**config.mk**
```make
export PLATFORM = sky130hd
export DESIGN_NAME = button_debounce_press_classifier
export DESIGN_NICKNAME = d
export VERILOG_FILES = /design/src/bdpc_pkg.sv /design/src/bdpc_classifier.sv /design/src/button_debounce_press_classifier.sv
export VERILOG_INCLUDE_DIRS = /design/src /design/src/src
export SDC_FILE = /design/constraint.sdc
export NUM_CORES = 1
export LEC_CHECK = 0
export ABC_AREA = 1
export BUFFER_PORTS_ARGS = -buffer_cell sky130_fd_sc_hd__buf_2
export CAP_MARGIN = 25
export CORE_ASPECT_RATIO = 0.7
export CORE_MARGIN = 4
export CORE_UTILIZATION = 46
export CTS_CLUSTER_DIAMETER = 100
export DETAILED_ROUTE_END_ITERATION = 6
export PLACE_DENSITY_LB_ADDON = 0.05
export SLEW_MARGIN = 40
export SYNTH_ARGS = -nofsm -noshare
export SYNTH_HDL_FRONTEND = slang
export SYNTH_HIERARCHICAL = 1
export SYNTH_SLANG_ARGS = --single-unit
```
**constraint.sdc**
```tcl
create_clock -name i_clk -period 5.3 [get_ports i_clk]
set_clock_uncertainty 0.1 [all_clocks]
set_input_delay 0.53 -clock i_clk [delete_from_list [all_inputs] [get_ports i_clk]]
set_output_delay 0.53 -clock i_clk [all_outputs]
set_load 0.01 [all_outputs]
```
**src/assert_macros.svh**
```systemverilog
// Assertion shorthands shared by the RTL. All checks are clocked on the
// rising edge and are off while reset is held.
`ifndef ASSERT_MACROS_SVH
`define ASSERT_MACROS_SVH

// cond must hold at every edge
`define ASSERT_ALWAYS(label, clk, rst_n, cond, msg) \
    label: assert property (@(posedge clk) disable iff (!rst_n) (cond)) else $error(msg);

// ante at an edge implies cons at the same edge
`define ASSERT_IMPLIES(label, clk, rst_n, ante, cons, msg) \
    label: assert property (@(posedge clk) disable iff (!rst_n) (ante) |-> (cons)) \
        else $error(msg);

// ante at an edge implies cons at the next edge
`define ASSERT_NEXT(label, clk, rst_n, ante, cons, msg) \
    label: assert property (@(posedge clk) disable iff (!rst_n) (ante) |=> (cons)) \
        else $error(msg);

`endif

```
**src/bdpc_pkg.sv**
```systemverilog
`default_nettype none

package bdpc_pkg;

    // width of the internal time base; input timestamps are cut or
    // zero-extended to it, differences wrap at this width
    localparam int TIME_BITS    = 32;
    localparam int IN_TIME_BITS = 32;
    localparam int CFG_BITS     = 16;
    localparam int CFG_IDX_BITS = 8;

    typedef logic [TIME_BITS-1:0] t_time;
    typedef logic [CFG_BITS-1:0]  t_cfg_val;

    typedef enum logic [CFG_IDX_BITS-1:0] {
        REG_DEBOUNCE  = 8'd0,
        REG_MIN_PRESS = 8'd1,
        REG_MAX_SHORT = 8'd2,
        REG_LONG      = 8'd3
    } t_cfg_idx;

    localparam t_cfg_val DEBOUNCE_RST  = 16'd25;
    localparam t_cfg_val MIN_PRESS_RST = 16'd30;
    localparam t_cfg_val MAX_SHORT_RST = 16'd1200;
    localparam t_cfg_val LONG_RST      = 16'd1800;

    typedef struct packed {
        t_cfg_val debounce_ms;
        t_cfg_val min_press_ms;
        t_cfg_val max_short_ms;
        t_cfg_val long_press_ms;
    } t_cfg;

    typedef struct packed {
        t_time now;
        logic  level;
        logic  take_short;
        logic  take_long;
    } t_item;

    typedef struct packed {
        logic short_press;
        logic long_press;
        logic stable_level;
    } t_result;

endpackage

`default_nettype wire

```
**src/bdpc_classifier.sv**
```systemverilog
`default_nettype none
`include "assert_macros.svh"

module bdpc_classifier (
    input  wire logic             i_clk,
    input  wire logic             i_rst_n,
    input  wire logic             i_adv,
    input  wire bdpc_pkg::t_item  i_item,
    input  wire bdpc_pkg::t_cfg   i_cfg,
    output bdpc_pkg::t_result     o_result
);

    logic            r_started,        n_started;
    logic            r_raw,            n_raw;
    logic            r_stable,         n_stable;
    logic            r_short_pending,  n_short_pending;
    logic            r_long_pending,   n_long_pending;
    logic            r_long_fired,     n_long_fired;
    bdpc_pkg::t_time r_change_time,    n_change_time;
    bdpc_pkg::t_time r_press_start,    n_press_start;

    bdpc_pkg::t_time w_since_change;
    bdpc_pkg::t_time w_held;
    logic            w_short_upd;
    logic            w_long_upd;

    always_comb begin
        n_started       = r_started;
        n_raw           = r_raw;
        n_stable        = r_stable;
        n_short_pending = r_short_pending;
        n_long_pending  = r_long_pending;
        n_long_fired    = r_long_fired;
        n_change_time   = r_change_time;
        n_press_start   = r_press_start;
        w_since_change  = '0;
        w_held          = i_item.now - r_press_start;

        if (!r_started) begin
            // first item only seeds the state
            n_started       = 1'b1;
            n_raw           = i_item.level;
            n_stable        = i_item.level;
            n_change_time   = i_item.now;
            n_press_start   = i_item.now;
            n_short_pending = 1'b0;
            n_long_pending  = 1'b0;
            n_long_fired    = 1'b0;
        end else begin
            n_raw = i_item.level;
            if (i_item.level != r_raw) begin
                n_change_time = i_item.now;
            end
            w_since_change = i_item.now - n_change_time;
            if (w_since_change >= bdpc_pkg::t_time'(i_cfg.debounce_ms)) begin
                if (r_stable == n_raw) begin
                    if (r_stable && !r_long_fired &&
                        w_held >= bdpc_pkg::t_time'(i_cfg.long_press_ms)) begin
                        n_long_pending = 1'b1;
                        n_long_fired   = 1'b1;
                    end
                end else begin
                    n_stable = n_raw;
                    if (n_raw) begin
                        n_press_start = i_item.now;
                        n_long_fired  = 1'b0;
                    end else if (!r_long_fired &&
                                 w_held >= bdpc_pkg::t_time'(i_cfg.min_press_ms) &&
                                 w_held <= bdpc_pkg::t_time'(i_cfg.max_short_ms)) begin
                        n_short_pending = 1'b1;
                    end
                end
            end
        end

        // take requests see the updated flags and clear them
        w_short_upd = n_short_pending;
        w_long_upd  = n_long_pending;
        o_result.short_press  = i_item.take_short & w_short_upd;
        o_result.long_press   = i_item.take_long & w_long_upd;
        o_result.stable_level = n_stable;
        if (i_item.take_short) begin
            n_short_pending = 1'b0;
        end
        if (i_item.take_long) begin
            n_long_pending = 1'b0;
        end
    end

    always_ff @(posedge i_clk) begin
        if (!i_rst_n) begin
            r_started       <= 1'b0;
            r_raw           <= 1'b0;
            r_stable        <= 1'b0;
            r_short_pending <= 1'b0;
            r_long_pending  <= 1'b0;
            r_long_fired    <= 1'b0;
            r_change_time   <= '0;
            r_press_start   <= '0;
        end else if (i_adv) begin
            r_started       <= n_started;
            r_raw           <= n_raw;
            r_stable        <= n_stable;
            r_short_pending <= n_short_pending;
            r_long_pending  <= n_long_pending;
            r_long_fired    <= n_long_fired;
            r_change_time   <= n_change_time;
            r_press_start   <= n_press_start;
        end
    end

    `ASSERT_NEXT(a_started_after_item, i_clk, i_rst_n, i_adv, r_started,
        "classifier not started after an item")
    `ASSERT_NEXT(a_idle_holds_state, i_clk, i_rst_n, !i_adv,
        $stable(r_change_time) && $stable(r_press_start) && $stable(r_stable),
        "classifier state moved without an item")
    `ASSERT_NEXT(a_pending_needs_start, i_clk, i_rst_n, 1'b1,
        !(r_long_pending || r_short_pending) || r_started,
        "event pending before first item")

endmodule

`default_nettype wire

```
**src/button_debounce_press_classifier.sv**
```systemverilog
// Channel  | Direction | Handshake                  | Payload
// ---------+-----------+----------------------------+----------------------------------------
// in       | input     | i_in_valid / o_in_ready    | i_time_ms, i_level_pressed,
//          |           |                            | i_take_short, i_take_long
// out      | output    | o_out_valid / i_out_ready  | o_short_press, o_long_press,
//          |           |                            | o_stable_level
// cfg      | input     | i_cfg_valid / o_cfg_ready  | i_cfg_index, i_cfg_data
//
// Each item passes through the input register and then the result register;
// one item per cycle is sustained while results are accepted on the output.
// The state update (wrapping time differences and threshold compares) is a
// single pass of logic between the input register and the result register.
// An unread result only stalls the input side once the input register is
// also full; otherwise a new item is taken while the result waits.
// Reset (synchronous, active low) clears the pipeline, the classifier state
// and loads the default thresholds 25 / 30 / 1200 / 1800 ms.
// Config writes are always accepted; indexes past the last register are dropped.
`default_nettype none
`include "assert_macros.svh"

module button_debounce_press_classifier (
    input  wire logic                              i_clk,
    input  wire logic                              i_rst_n,
    // poll items
    input  wire logic                              i_in_valid,
    output logic                                   o_in_ready,
    input  wire logic [bdpc_pkg::IN_TIME_BITS-1:0] i_time_ms,
    input  wire logic                              i_level_pressed,
    input  wire logic                              i_take_short,
    input  wire logic                              i_take_long,
    // results
    output logic                                   o_out_valid,
    input  wire logic                              i_out_ready,
    output logic                                   o_short_press,
    output logic                                   o_long_press,
    output logic                                   o_stable_level,
    // configuration writes
    input  wire logic                              i_cfg_valid,
    output logic                                   o_cfg_ready,
    input  wire logic [bdpc_pkg::CFG_IDX_BITS-1:0] i_cfg_index,
    input  wire logic [bdpc_pkg::CFG_BITS-1:0]     i_cfg_data
);

    // threshold registers
    bdpc_pkg::t_cfg    r_cfg;

    // input stage
    logic              r_in_vld;
    bdpc_pkg::t_item   r_item;

    // result stage
    logic              r_out_vld;
    bdpc_pkg::t_result r_result;

    bdpc_pkg::t_result w_result;
    logic              w_adv;
    logic              w_take;

    assign o_cfg_ready = 1'b1;

    always_ff @(posedge i_clk) begin
        if (!i_rst_n) begin
            r_cfg.debounce_ms   <= bdpc_pkg::DEBOUNCE_RST;
            r_cfg.min_press_ms  <= bdpc_pkg::MIN_PRESS_RST;
            r_cfg.max_short_ms  <= bdpc_pkg::MAX_SHORT_RST;
            r_cfg.long_press_ms <= bdpc_pkg::LONG_RST;
        end else if (i_cfg_valid) begin
            unique case (i_cfg_index)
                bdpc_pkg::REG_DEBOUNCE:  r_cfg.debounce_ms   <= i_cfg_data;
                bdpc_pkg::REG_MIN_PRESS: r_cfg.min_press_ms  <= i_cfg_data;
                bdpc_pkg::REG_MAX_SHORT: r_cfg.max_short_ms  <= i_cfg_data;
                bdpc_pkg::REG_LONG:      r_cfg.long_press_ms <= i_cfg_data;
                default: ;
            endcase
        end
    end

    // the item in the input register moves on when the result slot is
    // free or being emptied this cycle
    assign w_adv      = r_in_vld && (!r_out_vld || i_out_ready);
    assign o_in_ready = !r_in_vld || w_adv;
    assign w_take     = i_in_valid && o_in_ready;

    always_ff @(posedge i_clk) begin
        if (!i_rst_n) begin
            r_in_vld <= 1'b0;
        end else begin
            r_in_vld <= w_take || (r_in_vld && !w_adv);
        end
    end

    always_ff @(posedge i_clk) begin
        if (w_take) begin
            r_item.now        <= bdpc_pkg::t_time'(i_time_ms);
            r_item.level      <= i_level_pressed;
            r_item.take_short <= i_take_short;
            r_item.take_long  <= i_take_long;
        end
    end

    bdpc_classifier u_classifier (
        .i_clk    (i_clk),
        .i_rst_n  (i_rst_n),
        .i_adv    (w_adv),
        .i_item   (r_item),
        .i_cfg    (r_cfg),
        .o_result (w_result)
    );

    always_ff @(posedge i_clk) begin
        if (!i_rst_n) begin
            r_out_vld <= 1'b0;
        end else begin
            r_out_vld <= w_adv || (r_out_vld && !i_out_ready);
        end
    end

    always_ff @(posedge i_clk) begin
        if (w_adv) begin
            r_result <= w_result;
        end
    end

    assign o_out_valid    = r_out_vld;
    assign o_short_press  = r_result.short_press;
    assign o_long_press   = r_result.long_press;
    assign o_stable_level = r_result.stable_level;

    `ASSERT_NEXT(a_held_result_blocks, i_clk, i_rst_n, 1'b1,
        !(r_out_vld && !i_out_ready) || !w_adv,
        "item advanced into an occupied result register")
    `ASSERT_NEXT(a_adv_gives_result, i_clk, i_rst_n, w_adv, r_out_vld,
        "advanced item produced no result")
    `ASSERT_NEXT(a_full_input_stall, i_clk, i_rst_n,
        r_in_vld && r_out_vld && !i_out_ready, r_in_vld,
        "stalled item dropped from the input register")

endmodule

`default_nettype wire
```
==> impl_metrics.tcl, run 1 <==
set metrics [dict create \
    cts_buffers 17 \
    drc 0 \
    rows 53 \
    dp_slack_ps 347.1 \
    worstSetupPathType "register to register" \
    clk_path_buf_depth 2 \
    die_area_sq_mm 0.03351 \
    min_period_ps 4873 \
    synthArstFlopShare 0 \
    synth_nets 2500 \
    die_w_um 217.1 \
    yosysSeqAreaShare 0.2744 \
    first_global_vias 12420 \
    drv_cap 0 \
    synth_common_cells "733 x nand2_1, 453 x inv_1, 239 x nor2_1, 153 x nand3_1, 144 x a21oi_1" \
    ctsHoldBuffers 0 \
    tritoncts "done" \
    synth.area.top_cells "nand2_1 20%, dfxtp_1 19%, inv_1 12%" \
    hold_class "primary input to register" \
    cts_resized 0 \
    final.setup.worst_slack_ps 426.8 \
    cts_setup_buffers 0 \
    ff2ff_path_depth 27 \
    intPower_mw 2.621 \
    start_kind "register" \
    rrSetupSlack_ps 430 \
    post_drt_via_cell_ratio 5.028 \
    ant_nets 0 \
    dr.pass1.iters 6 \
    clock-sinks 174 \
    hold_viol_final 0 \
    wl_met3_um 2806 \
    crit_path_start "r_item[2]" \
    io_buffer_count 68 \
    overflow 0 \
    vias 13940 \
    crit_path_end_kind "register" \
    dr.first_iter.drc_count 1221 \
    antenna_found_initial 1 \
    max_freq_mhz 205.2 \
    start_util 0.4676 \
    p_sw_frac 0.3927 \
    syn-instance-count 2308 \
    crit_end "u_classifier/r_press_start[12]" \
    r2r_end "u_classifier/r_press_start[12]" \
    hpwl_um 33720 \
    combPwrFrac 0.373 \
    p_seq_frac 0.339 \
    peakVddDrop_mv 0.2242 \
    ys_seq_elements 174 \
    post-route-period-util 0.9195 \
    drive_above_1_share 0.06017 \
    fin_nets 2539 \
    fin_util 0.5100 \
    slew_violations 0 \
    met1Wirelength_um 22340 \
    synth_top_cell_by_area "nand2_1" \
    dpl.cell_count 2739 \
    synth_top_cell_area_share 0.1954 \
    wl_met2_um 16850 \
    clock_tree.root_cell "clkbuf_16" \
    power_density_mw_per_mm2 281.1 \
    drt-total-wl_um 42310 \
    r2r-start "r_item[2]" \
    fp.coreArea_sq_mm 0.03011 \
    cts.htree.levels 4 \
    outcome "finished, final reports clean" \
    synthMostInstantiatedCell "nand2_1" \
    leakagePower_nw 8.348 \
    clk_pin_slew_ps 80 \
    syn_area_sq_mm 0.01408 \
    wl_per_cell_um 15.26 \
    area.growth.synth_to_final_pct 9.056 \
    power.total_mw 4.316 \
    dieHeight_um 154.4 \
    grt_pass1_wl_um 66670 \
    clockPowerShare 0.289 \
    p_switching_mw 1.695 \
    synth_edf_count 38 \
    max_slew.worst_pin.slew_ps 809.1 \
    clk_latency_ps 440 \
    grt_max_degree 88 \
    setup_viol 0 \
    boundaryPins 70 \
    cp_data_arrival_time_ps 5100 \
    track_usage 0.2503 \
    synth_flop_cell "dfxtp_1" \
    slew_headroom 0.4598 \
    gp_congestion 0.9780 \
    yosysWarnings 6 \
    instances_no_fill 2773 \
    rsz0062_at_grt "no" \
    cp_max_fo 31 \
    synth_area_per_cell_sq_um 6.100 \
    highest_layer "met4" \
    synth_cell_types 39 \
    tns_ps 0 \
    worstPathRequired_ps 5530 \
]
## final cells by class
type | instances | area, sq um
Tap cell | 412 | 515.5
Multi-Input combinational cell | 1608 | 8175
Antenna cell | 1 | 2.502
Timing Repair Buffer | 87 | 509.2
Clock buffer | 18 | 429.2
Fill cell | 3242 | 14750
Sequential cell | 174 | 3864
Inverter | 459 | 1723
Clock inverter | 14 | 135.1
## per-stage QoR
step | hold slack, ps | cell area [sq um]
2_1_floorplan | 328.9 | 14080
3_3_place_gp | 339.4 | 14760
3_5_place_dp | 344.2 | 14770
4_1_cts | 139.2 | 15330
5_1_grt | 139.2 | 15350
6_report | 157.6 | 15350
## power by group through the flow
stage          registers (mW)  clock network, mW  logic (mW)
2_1_floorplan            1.47                  0        1.17
3_3_place_gp             1.49                  0        1.56
3_5_place_dp             1.49                  0        1.58
4_1_cts                  1.46               1.28        1.59
5_1_grt                  1.47               1.33        1.85
6_report                 1.46               1.25        1.61
## worst min path at each step
stage / start / cells after the start / slack (ps) / to
6_report: i_time_ms[12] / 1 / 160 / r_item[15]
5_1_grt: i_time_ms[14] / 1 / 140 / r_item[17]
4_1_cts: i_time_ms[9] / 1 / 140 / r_item[12]
3_5_place_dp: r_cfg[8] / 2 / 340 / r_cfg[8]
3_3_place_gp: r_cfg[34] / 2 / 340 / r_cfg[34]
2_1_floorplan: r_cfg[10] / 2 / 330 / r_cfg[10]
## critical path, cell delays in order, from the launching register on
cell and delay [ps]:
edfxtp_1 480, nand2_1 130, nand2_2 80, o21ai_0 210, ha_1 260, inv_1 100, fa_1 450, nand3_1 100
nand3_1 180, nand2_1 110, nand2_1 90, nand2_1 80, nand2_1 100, xor2_1 170, ha_1 270, nand2_1 70
nor2_1 60, a211oi_1 220, nand3_1 110, nor3_1 290, nand2_1 90, nor2_1 140, nand3_2 160, o211ai_4 250
buf_12 240, nand2_1 90, nand2_1 60, nor2_1 40
## cells in the final DEF (no fill, tap or decap), types with 2 or more instances in the layout
master	instances
o21ai_1	2
and2_1	7
buf_2	67
inv_8	2
o211ai_1	31
clkinv_1	2
buf_4	17
a211oi_1	4
clkbuf_16	17
nand2_1	731
dfxtp_1	136
nor2_4	4
nand2_2	7
nand3_1	153
a21oi_1	143
o21ai_0	70
nand4_1	15
inv_2	6
nor3_1	16
nor2_1	236
o21bai_1	5
and3_1	4
clkinv_4	3
ha_1	126
o221a_2	2
edfxtp_1	38
xor2_1	29
nand3b_1	6
inv_1	452
fa_1	2
clkinvlp_4	4
nor2_2	3
o21a_1	3
inv_6	2
## cells by family (layout without fill, tap and decap cells)
kind of cell / count (synthesis) / count (layout) / share of synthesized area
and+or+nand+nor: 1183 / 1183 / 0.3398
adders and majority gates: 128 / 128 / 0.1148
other: 1 / 2 / 0.0002664
xor gates and xnor gates: 30 / 30 / 0.01866
AOI/OAI and AO/OA: 266 / 266 / 0.1051
DFF: 174 / 174 / 0.2744
buffers and inverters: 526 / 578 / 0.1469
## routing by layer
metal | track usage | up-vias
met5 | 0 | -
met4 | 0.03783 | 0
met3 | 0.04281 | 15
met2 | 0.3616 | 354
met1 | 0.3949 | 6346
li1 | - | 7228
## sequential cells by signal, summed over array words and instances (netlist names), 32 cells and up
signal / cells
r_cfg: 64
u_classifier/r_change_time: 32
u_classifier/r_press_start: 32
r_item: 35
No activity file was read; power rests on OpenSTA's default activity.
==> run 2, diff against run 1 <==
--- a/config.mk
+++ b/config.mk
@@ -11,9 +11,10 @@
 export CAP_MARGIN = 25
 export CORE_ASPECT_RATIO = 0.7
 export CORE_MARGIN = 4
-export CORE_UTILIZATION = 46
+export CORE_UTILIZATION = 55
 export CTS_CLUSTER_DIAMETER = 100
 export DETAILED_ROUTE_END_ITERATION = 6
+export GPL_TIMING_DRIVEN = 1
 export PLACE_DENSITY_LB_ADDON = 0.05
 export SLEW_MARGIN = 40
 export SYNTH_ARGS = -nofsm -noshare
==> run 2 against run 1 <==
Flip-flop and latch count unchanged. Critical endpoint is now u_classifier/r_press_start[23]. Non-clock buffer count unchanged. First-iteration DRC count increased by 13%.
==> impl_metrics.tcl, run 2 (synthesis results as in run 1) <==
set metrics [dict create \
    use_met1 0.4490 \
    diodes 0 \
    cts.htree.levels 4 \
    dr.first_iter.drc_count 1374 \
    worstPathRequired_ps 5530 \
    hold_depth 1 \
    final_cell_mix "732 x nand2_1, 453 x inv_1, 236 x nor2_1" \
    top_regs "r_cfg (64), r_item (35)" \
    clock_tree.root_cell "clkbuf_16" \
    overflow 0 \
    cp_max_fo 38 \
    grt_use_met3 0.04985 \
    crit_slowest_cell "edfxtp_1" \
    antenna_found_initial 0 \
    start_util 0.5649 \
    io_buffer_count 68 \
    fp.coreArea_sq_mm 0.02492 \
    slew_violations 0 \
    die_w_um 199.2 \
    slew_headroom 0.4653 \
    dp_slack_ps 369.1 \
    clock-sinks 174 \
    tns_ps 0 \
    clk_pin_slew_ps 80 \
    tritoncts "done" \
    r2r-start "r_item[2]" \
    cp_top_family "simple AND/OR/NAND/NOR gates" \
    setup_viol 0 \
    final.setup.worst_slack_ps 474.3 \
    peakVddDrop_mv 0.2365 \
    gp_congestion 0.9292 \
    rrSetupSlack_ps 470 \
    start_kind "register" \
    leakagePower_nw 8.375 \
    hold_class "primary input to register" \
    hpwl_um 31820 \
    rows 48 \
    crit_path_end_kind "register" \
    post-route-period-util 0.9105 \
    min_period_ps 4826 \
    min_to "r_item[12]" \
    rsz0062_at_grt "no" \
    area.growth.synth_to_final_pct 8.718 \
    holdCritStartpoint "i_time_ms[9]" \
    clk_latency_ps 440 \
    boundaryPins 70 \
    crit_path_start "r_item[2]" \
    die_area_sq_mm 0.02826 \
    dr.pass1.iters 5 \
    grt_pass1_wl_um 64750 \
    r2r_end "u_classifier/r_press_start[23]" \
    fin_nets 2540 \
    drc 0 \
    dpl.cell_count 2650 \
    vias 14200 \
    cp_data_arrival_time_ps 5060 \
    worstSetupPathType "register to register" \
    ant_nets 0 \
    drive_above_1_share 0.06141 \
    busiest_layer "met1" \
    hold_viol_final 0 \
    largest_reg_flops 64 \
    gr-usage-met2 0.4200 \
    cts_buffers 17 \
    ctsHoldBuffers 0 \
    largest_register "r_cfg" \
    ff2ff_path_depth 29 \
    max_freq_mhz 207.2 \
    fin_util 0.6141 \
    power_density_mw_per_mm2 285.7 \
    drv_cap 0 \
    first_global_vias 12660 \
    crit_top_cell "nand2_1" \
    drt-total-wl_um 40900 \
    instances_no_fill 2686 \
    layout_commonest_cell "nand2_1" \
    max_slew.worst_pin.slew_ps 801.2 \
    critical_path_buf_inv_count 4 \
    outcome "finished, final reports clean" \
    dieHeight_um 141.9 \
    slowest_delay_ps 490 \
    post_drt_via_cell_ratio 5.287 \
    grt_max_degree 90 \
    clk_path_buf_depth 2 \
    nFillCells 2494 \
    track_usage 0.2878 \
    wl_per_cell_um 15.23 \
]
-- run 2: area by class of cell --
cell class / instances / area, sq um / share of cell area
clock buffers: 17 / 425.4 / 0.02779
clock inverters: 15 / 176.4 / 0.01153
inverters: 459 / 1723 / 0.1126
multi-input cells: 1609 / 8198 / 0.5356
flip-flops and latches: 174 / 3864 / 0.2524
well taps: 325 / 406.6 / 0.02657
repair buffers: 87 / 513.0 / 0.03352
-- run 2: how the worst max path moves through the flow --
stage	endpoint	depth (start not counted)
6_report	u_classifier/r_press_start[23]	29
5_1_grt	u_classifier/r_press_start[20]	29
4_1_cts	u_classifier/r_press_start[20]	27
3_5_place_dp	u_classifier/r_press_start[20]	27
3_3_place_gp	u_classifier/r_press_start[30]	29
2_1_floorplan	u_classifier/r_press_start[21]	28
-- run 2: through the flow --
| step | power (mW) | cell area, sq um | hold slack [ps] |
|---|---|---|---|
| 6_report | 4.374 | 15310 | 156.0 |
| 2_1_floorplan | 2.637 | 14080 | 328.9 |
| 3_5_place_dp | 3.041 | 14650 | 343.9 |
| 4_1_cts | 4.356 | 15250 | 132.7 |
| 5_1_grt | 4.674 | 15310 | 137.2 |
| 3_3_place_gp | 3.012 | 14640 | 339.0 |
-- run 2: timing repair --
action	in CTS	in global routing
buffers inserted	0	2
gates resized for setup	0	5
endpoints found under the setup margin	0	32
-- run 2: worst register-to-register path: cells and delay by family, from the launching register on --
family | cells | cell delay (ps)
AO/OA/AOI/OAI | 3 | 450
XOR/XNOR | 1 | 220
adder cells (fa/ha/maj) | 2 | 700
buffers and inverters | 4 | 570
flip-flops | 1 | 490
AND/OR/NAND/NOR | 19 | 2200
-- run 2: layer usage --
metal | routed length, um | up-vias
met2 | 16540 | 500
met1 | 20370 | 6416
met4 | 365 | 0
met3 | 3625 | 34
met5 | 0 | -
li1 | - | 7250
-- run 2: power by group --
part	switching (mW)	total [mW]	internal, mW
combinational	1.05	1.60	0.555
sequential	0.0498	1.46	1.41
clock	0.634	1.31	0.674
total	1.73	4.37	2.64
